$ cat src/design/sapi_pkg.sv
// Shared types and constants for the segment / axis plane intersect block.
package sapi_pkg;

    localparam int COORD_W = 32;
    localparam int EXT_W   = 33;

    // Axis codes.
    localparam logic [1:0] AXIS_X = 2'd0;
    localparam logic [1:0] AXIS_Y = 2'd1;
    localparam logic [1:0] AXIS_Z = 2'd2;

    // Configuration register byte addresses.
    localparam logic [1:0] ADDR_MIN_SPAN = 2'd0;

    localparam logic [15:0] MIN_SPAN_RESET = 16'd21;

    // Input transaction.
    typedef struct packed {
        logic [1:0]         cmd;
        logic signed [31:0] start_x;
        logic signed [31:0] start_y;
        logic signed [31:0] start_z;
        logic signed [31:0] end_x;
        logic signed [31:0] end_y;
        logic signed [31:0] end_z;
        logic signed [31:0] plane_value;
    } t_seg_in;

    // Result transaction.
    typedef struct packed {
        logic               hit;
        logic signed [31:0] point_x;
        logic signed [31:0] point_y;
        logic signed [31:0] point_z;
    } t_seg_out;

endpackage

$ cat src/design/sapi_div_cell.sv
// One restoring-division cell: one quotient bit per cell, carries the whole item.
module sapi_div_cell
    import sapi_pkg::*;
#(
    parameter int QW = 17
) (
    input  logic                  i_clk,
    input  logic                  i_rst_n,
    input  logic                  i_en,
    input  logic                  i_valid,
    input  logic                  i_hit,
    input  logic [EXT_W-1:0]      i_rem,
    input  logic                  i_bit,
    input  logic [EXT_W-1:0]      i_den,
    input  logic [QW-1:0]         i_quo,
    input  logic signed [EXT_W-1:0] i_dx,
    input  logic signed [EXT_W-1:0] i_dy,
    input  logic signed [EXT_W-1:0] i_dz,
    input  logic signed [31:0]    i_sx,
    input  logic signed [31:0]    i_sy,
    input  logic signed [31:0]    i_sz,
    output logic                  o_valid,
    output logic                  o_hit,
    output logic [EXT_W-1:0]      o_rem,
    output logic [EXT_W-1:0]      o_den,
    output logic [QW-1:0]         o_quo,
    output logic signed [EXT_W-1:0] o_dx,
    output logic signed [EXT_W-1:0] o_dy,
    output logic signed [EXT_W-1:0] o_dz,
    output logic signed [31:0]    o_sx,
    output logic signed [31:0]    o_sy,
    output logic signed [31:0]    o_sz
);
    logic [EXT_W:0] w_sh;
    logic [EXT_W:0] w_diff;
    logic           w_ge;

    // Shift next dividend bit into remainder, trial subtract.
    assign w_sh   = {i_rem, i_bit};
    assign w_diff = w_sh - {1'b0, i_den};
    assign w_ge   = ~w_diff[EXT_W];

    always_ff @(posedge i_clk) begin
        if (!i_rst_n) begin
            o_valid <= 1'b0;
        end else if (i_en) begin
            o_valid <= i_valid;
        end
    end

    always_ff @(posedge i_clk) begin
        if (i_en) begin
            o_hit <= i_hit;
            o_rem <= w_ge ? w_diff[EXT_W-1:0] : w_sh[EXT_W-1:0];
            o_den <= i_den;
            o_quo <= {i_quo[QW-2:0], w_ge};
            o_dx  <= i_dx;
            o_dy  <= i_dy;
            o_dz  <= i_dz;
            o_sx  <= i_sx;
            o_sy  <= i_sy;
            o_sz  <= i_sz;
        end
    end
endmodule

$ cat config.mk
export PLATFORM = sky130hd
export DESIGN_NAME = sapi_div_cell
export DESIGN_NICKNAME = d
export VERILOG_FILES = /design/src/design/sapi_pkg.sv /design/src/design/sapi_div_cell.sv
export SDC_FILE = /design/constraint.sdc
export NUM_CORES = 1
export LEC_CHECK = 0
export BUFFER_PORTS_ARGS = -buffer_cell sky130_fd_sc_hd__buf_4
export CORE_AREA = 5 5 214 216
export CTS_CLUSTER_SIZE = 40
export DETAILED_ROUTE_END_ITERATION = 8
export DIE_AREA = 0 0 219 221
export HOLD_SLACK_MARGIN = 0.12
export SLEW_MARGIN = 5
export SYNTH_ARGS = -nofsm -noshare
export SYNTH_HDL_FRONTEND = slang
export SYNTH_SLANG_ARGS = --single-unit
$ cat constraint.sdc
create_clock -name i_clk -period 3.8 [get_ports i_clk]
set_input_delay 0.57 -clock i_clk [delete_from_list [all_inputs] [get_ports i_clk]]
set_output_delay 0.57 -clock i_clk [all_outputs]
set_load 0.02 [all_outputs]
# After elaboration in Yosys (flattened, before gate mapping)
# Cells that the tools add are included.
dict set report classes {
  addsub 1
  n_mux 1
  bitwise 1
}
# operator count
set ops {}
lappend ops {{34-bit by 33-bit subtractor with 34-bit output} 1}
lappend ops {{33-bit 2-to-1 mux} 1}
lappend ops {{1-bit inverter} 1}
dict set report word_totals {
  regBits 280
  input_bits 284
  out_inout_bits 280
  elab_cells 14
}

# Longest topological paths before layout
dict set report depth {
  depth_word 2
  ltp_mapped 14
  depth_no_buf 12
}

# Least setup slack after synthesis
# No wires, ideal clock.
dict set report synth_path {
  path_kind {input -> register}
  from {in i_den[7]}
  to {reg o_rem[10] (data pin)}
  setup_time_ps 260
  arrival_ps 3274
  required_ps 3540
  setup_slack_ps 266
  path_stages 13
  path_buffers 1
  path_cell_list {inv_1 ha_1 a41oi_1 o221ai_1 a21o_1 a211o_2 a31o_4 a32oi_2 mux2_4 nor2_8 inv_8 buf_12 mux2_4}
}
dict set report synth_between {
  elab_chain_cells 2
}
# item line_no
set synth_rtl {}
lappend synth_rtl {{start: declaration} sapi_div_cell.sv:14} ;# input logic [EXT_W-1:0] i_den,
lappend synth_rtl {{34-bit by 33-bit subtractor with 34-bit output} sapi_div_cell.sv:40} ;# assign w_diff = w_sh - {1'b0, i_den};
lappend synth_rtl {{33-bit 2-to-1 mux} sapi_div_cell.sv:54} ;# o_rem <= w_ge ? w_diff[EXT_W-1:0] : w_sh[EXT_W-1:0];
lappend synth_rtl {{end signal: assignment} sapi_div_cell.sv:54}
lappend synth_rtl {{end: declaration} sapi_div_cell.sv:24} ;# output logic [EXT_W-1:0] o_rem,
# Every way passes these cells.
# A chain may end at the register's enable or synchronous reset.

# Final worst setup path
dict set report layout_path {
  from {in i_bit}
  to {reg o_rem[32] (data pin)}
}
dict set report layout_between {
  elab_chain_cells 2
}
# item line_no
set layout_rtl {}
lappend layout_rtl {{start: declaration} sapi_div_cell.sv:13} ;# input logic i_bit,
lappend layout_rtl {{34-bit by 33-bit subtractor with 34-bit output} sapi_div_cell.sv:40}
lappend layout_rtl {{33-bit 2-to-1 mux} sapi_div_cell.sv:54}
# Every way passes these cells.

==> out/results.ini <==
[run_status]
status = complete, no violations

[sta]
slew_viol_final = 0
hold_viol = 0
setup_viol = 0
worst_pin_slew_ns = 0.6304
period_needed_ns = 3.308
rsz0062_at_grt = false
max_freq_mhz = 302.3
skew_ns = 0
slew_headroom_pct = 57.98
min_period_over_period_pct = 87.05

[clock_tree]
cts_tree = yes
cts_buffer_depth = 3
clkSlewWorstSetupHoldPaths_ns = 0.07
cts_resized = 0
root_buffer = clkbuf_16
holdBufCountCts = 0
cts_sinks = 280
cts_buffers = 31
htreeDepth = 1
postCtsSetupRepairBufs = 0
clk_latency_ns = 0.55

[die]
die_h_um = 221
initial_utilization_pct = 25.00
io_pins = 564
core_um2 = 43740
row_count = 77
dieArea_um2 = 48400
fp.dieW_um = 219

[pwr]
p_leak_nw = 7.427
power_mw = 8.403
power_frac_comb_pct = 19.8
switching_share_pct = 26.26
power_density_nw_per_um2 = 494.8
vdd_drop_max_v = 0.0003013
pwr-share-clk_pct = 34.9
intPower_mw = 6.197
pwr-share-seq_pct = 45.3
switchingPower_mw = 2.206

[grt]
antenna_found_initial = 3
grt_usage_pct = 15.15
grt_start_max_net_pins = 78
grt_pass1_vias = 8011
grt_pass1_wl_mm = 54.86
grt.overflow.total = 0

[logic_synthesis]
synth_simple_gate_area_share_pct = 3.753
synth-adder-area-share_pct = 3.959
synth_top_family_by_area = compound AO/OA/AOI/OAI gates
async_flop_share_pct = 0
synth-main-ff-cell = edfxtp_1
synth_seq_cells = 280
synth_top_area_share_pct = 76.61
synth_edf_count = 279
ys_types = 53
syn_inst = 610
synthXorXnorAreaFrac_pct = 2.243
synthMuxAreaShare_pct = 4.508
syn_nets = 928
synth_top_area_cell = edfxtp_1
syn_area_um2 = 10940
syn_area_per_cell_um2 = 17.93
synth_compound_area_share_pct = 6.270
ys_top_cells_by_area = edfxtp_1 (77%), mux2_4 (3.8%), ha_1 (3.8%), a21o_1 (2.0%), inv_1 (1.5%)
yosysSeqAreaShare_pct = 76.80
synth_warnings = 0

[layout]
area_growth_pct = 55.29
final_cell_count_no_fill = 1830
utilization_pct = 38.82
fin_nets = 1533
mostFrequentLayoutCells = buf_4 (580), edfxtp_1 (279), inv_1 (45), ha_1 (33), clkbuf_16 (31)
final_common_cell = buf_4
layout-drive-gt1-share_pct = 54.00
n_fill_cell = 4206

[worst_hold_path]
min_path_type = in2reg

[critical_path]
crit_path_max_fanout = 2
cp_cell_sequence = buf_4, inv_1, ha_1, fa_1, nand2b_1, a211oi_1, o21ai_0, a32oi_1, buf_4, a41o_1, a41oi_1, and4_1, or3_1, mux2_2
endpoint_kind = flop
r2r_slack_ns = 3.21
r2r_start = o_valid
cp_slowest_stage_delay_ns = 0.41
critPathLaunch = i_bit
crit_arrival_ns = 3.63
cp-endpoint = o_rem[32]
required_ns = 4.12
r2r_end = o_valid
critPathLaunchType = input port
cp_common_cell = buf_4
r2r_cells = 2
crit_type = in2reg
slowest_stage = fa_1

[routing]
vias = 7667
wl_mm = 39.59
drt-vias-per-instance = 4.190
post_drt_wl_per_cell_um = 21.64
drc = 0
dr.pass1.iters = 4
ant_nets = 0
first_iter_violations = 407

[place]
gp_congestion = 0.8334
place_hpwl_mm = 31.47
dp_cells = 1774
io_buffers = 562

[run]
maxCapViolations = 0

==> worst min path at each step <==
stage / start / end / cells past startpoint
2_1_floorplan: o_valid / o_valid / 2
3_3_place_gp: o_valid / o_valid / 2
3_5_place_dp: o_valid / o_valid / 2
4_1_cts: i_sx[15] / o_sx[15] / 1
5_1_grt: i_sx[15] / o_sx[15] / 1
6_report: i_sz[2] / o_sz[2] / 1
==> synthesized netlist by cell type, drive strengths merged (3+ instances only) <==
cell,count
nor2b,10
mux2i,5
nand2,20
a31oi,3
a21oi,27
xor2,11
xnor2,17
ha,33
nor2,18
nand2b,3
nor3,5
or3,3
inv,46
nand3,3
o21ai,15
a211oi,3
clkbuf,8
a21o,29
mux2,30
and3,4
buf,3
edfxtp,279
nand4,6
==> per-layer routing <==
layer	vias to the layer above	track usage, %	routed length [um]
li1	3551	-	-
met1	3716	15.65	13450
met2	325	28.39	20880
met3	71	5.276	3861
met4	4	4.862	1391
met5	-	0	15
==> worst max-delay path: cells and delay by family <==
kind            cells  cell delay [ns]
simple gates        3             0.76
buf+inv             3             0.27
mux                 1             0.26
fa+ha+maj           2             0.63
compound gates      5             1.12
==> power by group through the flow <==
stage	registers (mW)	logic (mW)	clock network, mW
finish	3.81	1.66	2.93
global placement	3.86	1.68	0
detailed placement	3.87	1.69	0
CTS	3.81	1.70	3.05
floorplan	4.22	0.440	0
global route	3.83	1.76	3.18
==> cell type report <==
type / instances / area, um2 / share of cell area [%]
inverters: 46 / 180.2 / 1.061
clock buffers: 35 / 790.8 / 4.657
flip-flops and latches: 280 / 8398 / 49.45
clock inverters: 20 / 192.7 / 1.135
multi-input cells: 273 / 2267 / 13.35
well taps: 592 / 740.7 / 4.362
diodes: 1 / 2.502 / 0.01474
repair buffers: 583 / 4409 / 25.97
==> stage by stage <==
| step | setup slack, ns | instance area (um2) | hold WS [ns] | setup TNS [ns] |
|---|---|---|---|---|
| after floorplan | 0.2660 | 10940 | 0.5893 | 0 |
| after global placement | -0.05454 | 16000 | 0.5030 | -0.05454 |
| after detailed placement | -0.07032 | 16000 | 0.5148 | -0.07032 |
| after CTS | 0.5265 | 16980 | 0.1389 | 0 |
| after global routing | 0.2976 | 16980 | 0.1410 | 0 |
| final | 0.4921 | 16980 | 0.1822 | 0 |
==> flip-flops by register name (all words and copies together) (netlist names) <==
| register | flops |
|---|---|
| o_dx | 33 |
| o_sz | 32 |
| o_dz | 33 |
| o_dy | 33 |
| o_quo | 17 |
| o_den | 33 |
| o_sy | 32 |
| o_valid | 1 |
| o_hit | 1 |
| o_rem | 33 |
| o_sx | 32 |
==> cells by family (layout without fill, tap and decap cells) <==
group	count (synthesis)	count (layout)
flops	280	280
other cells	0	1
compound gates	99	99
simple gates	77	77
mux	35	35
fa+ha+maj	34	34
buf+inv	57	684
xor+xnor	28	28
Note: power is estimated with default switching activity, not from simulation.
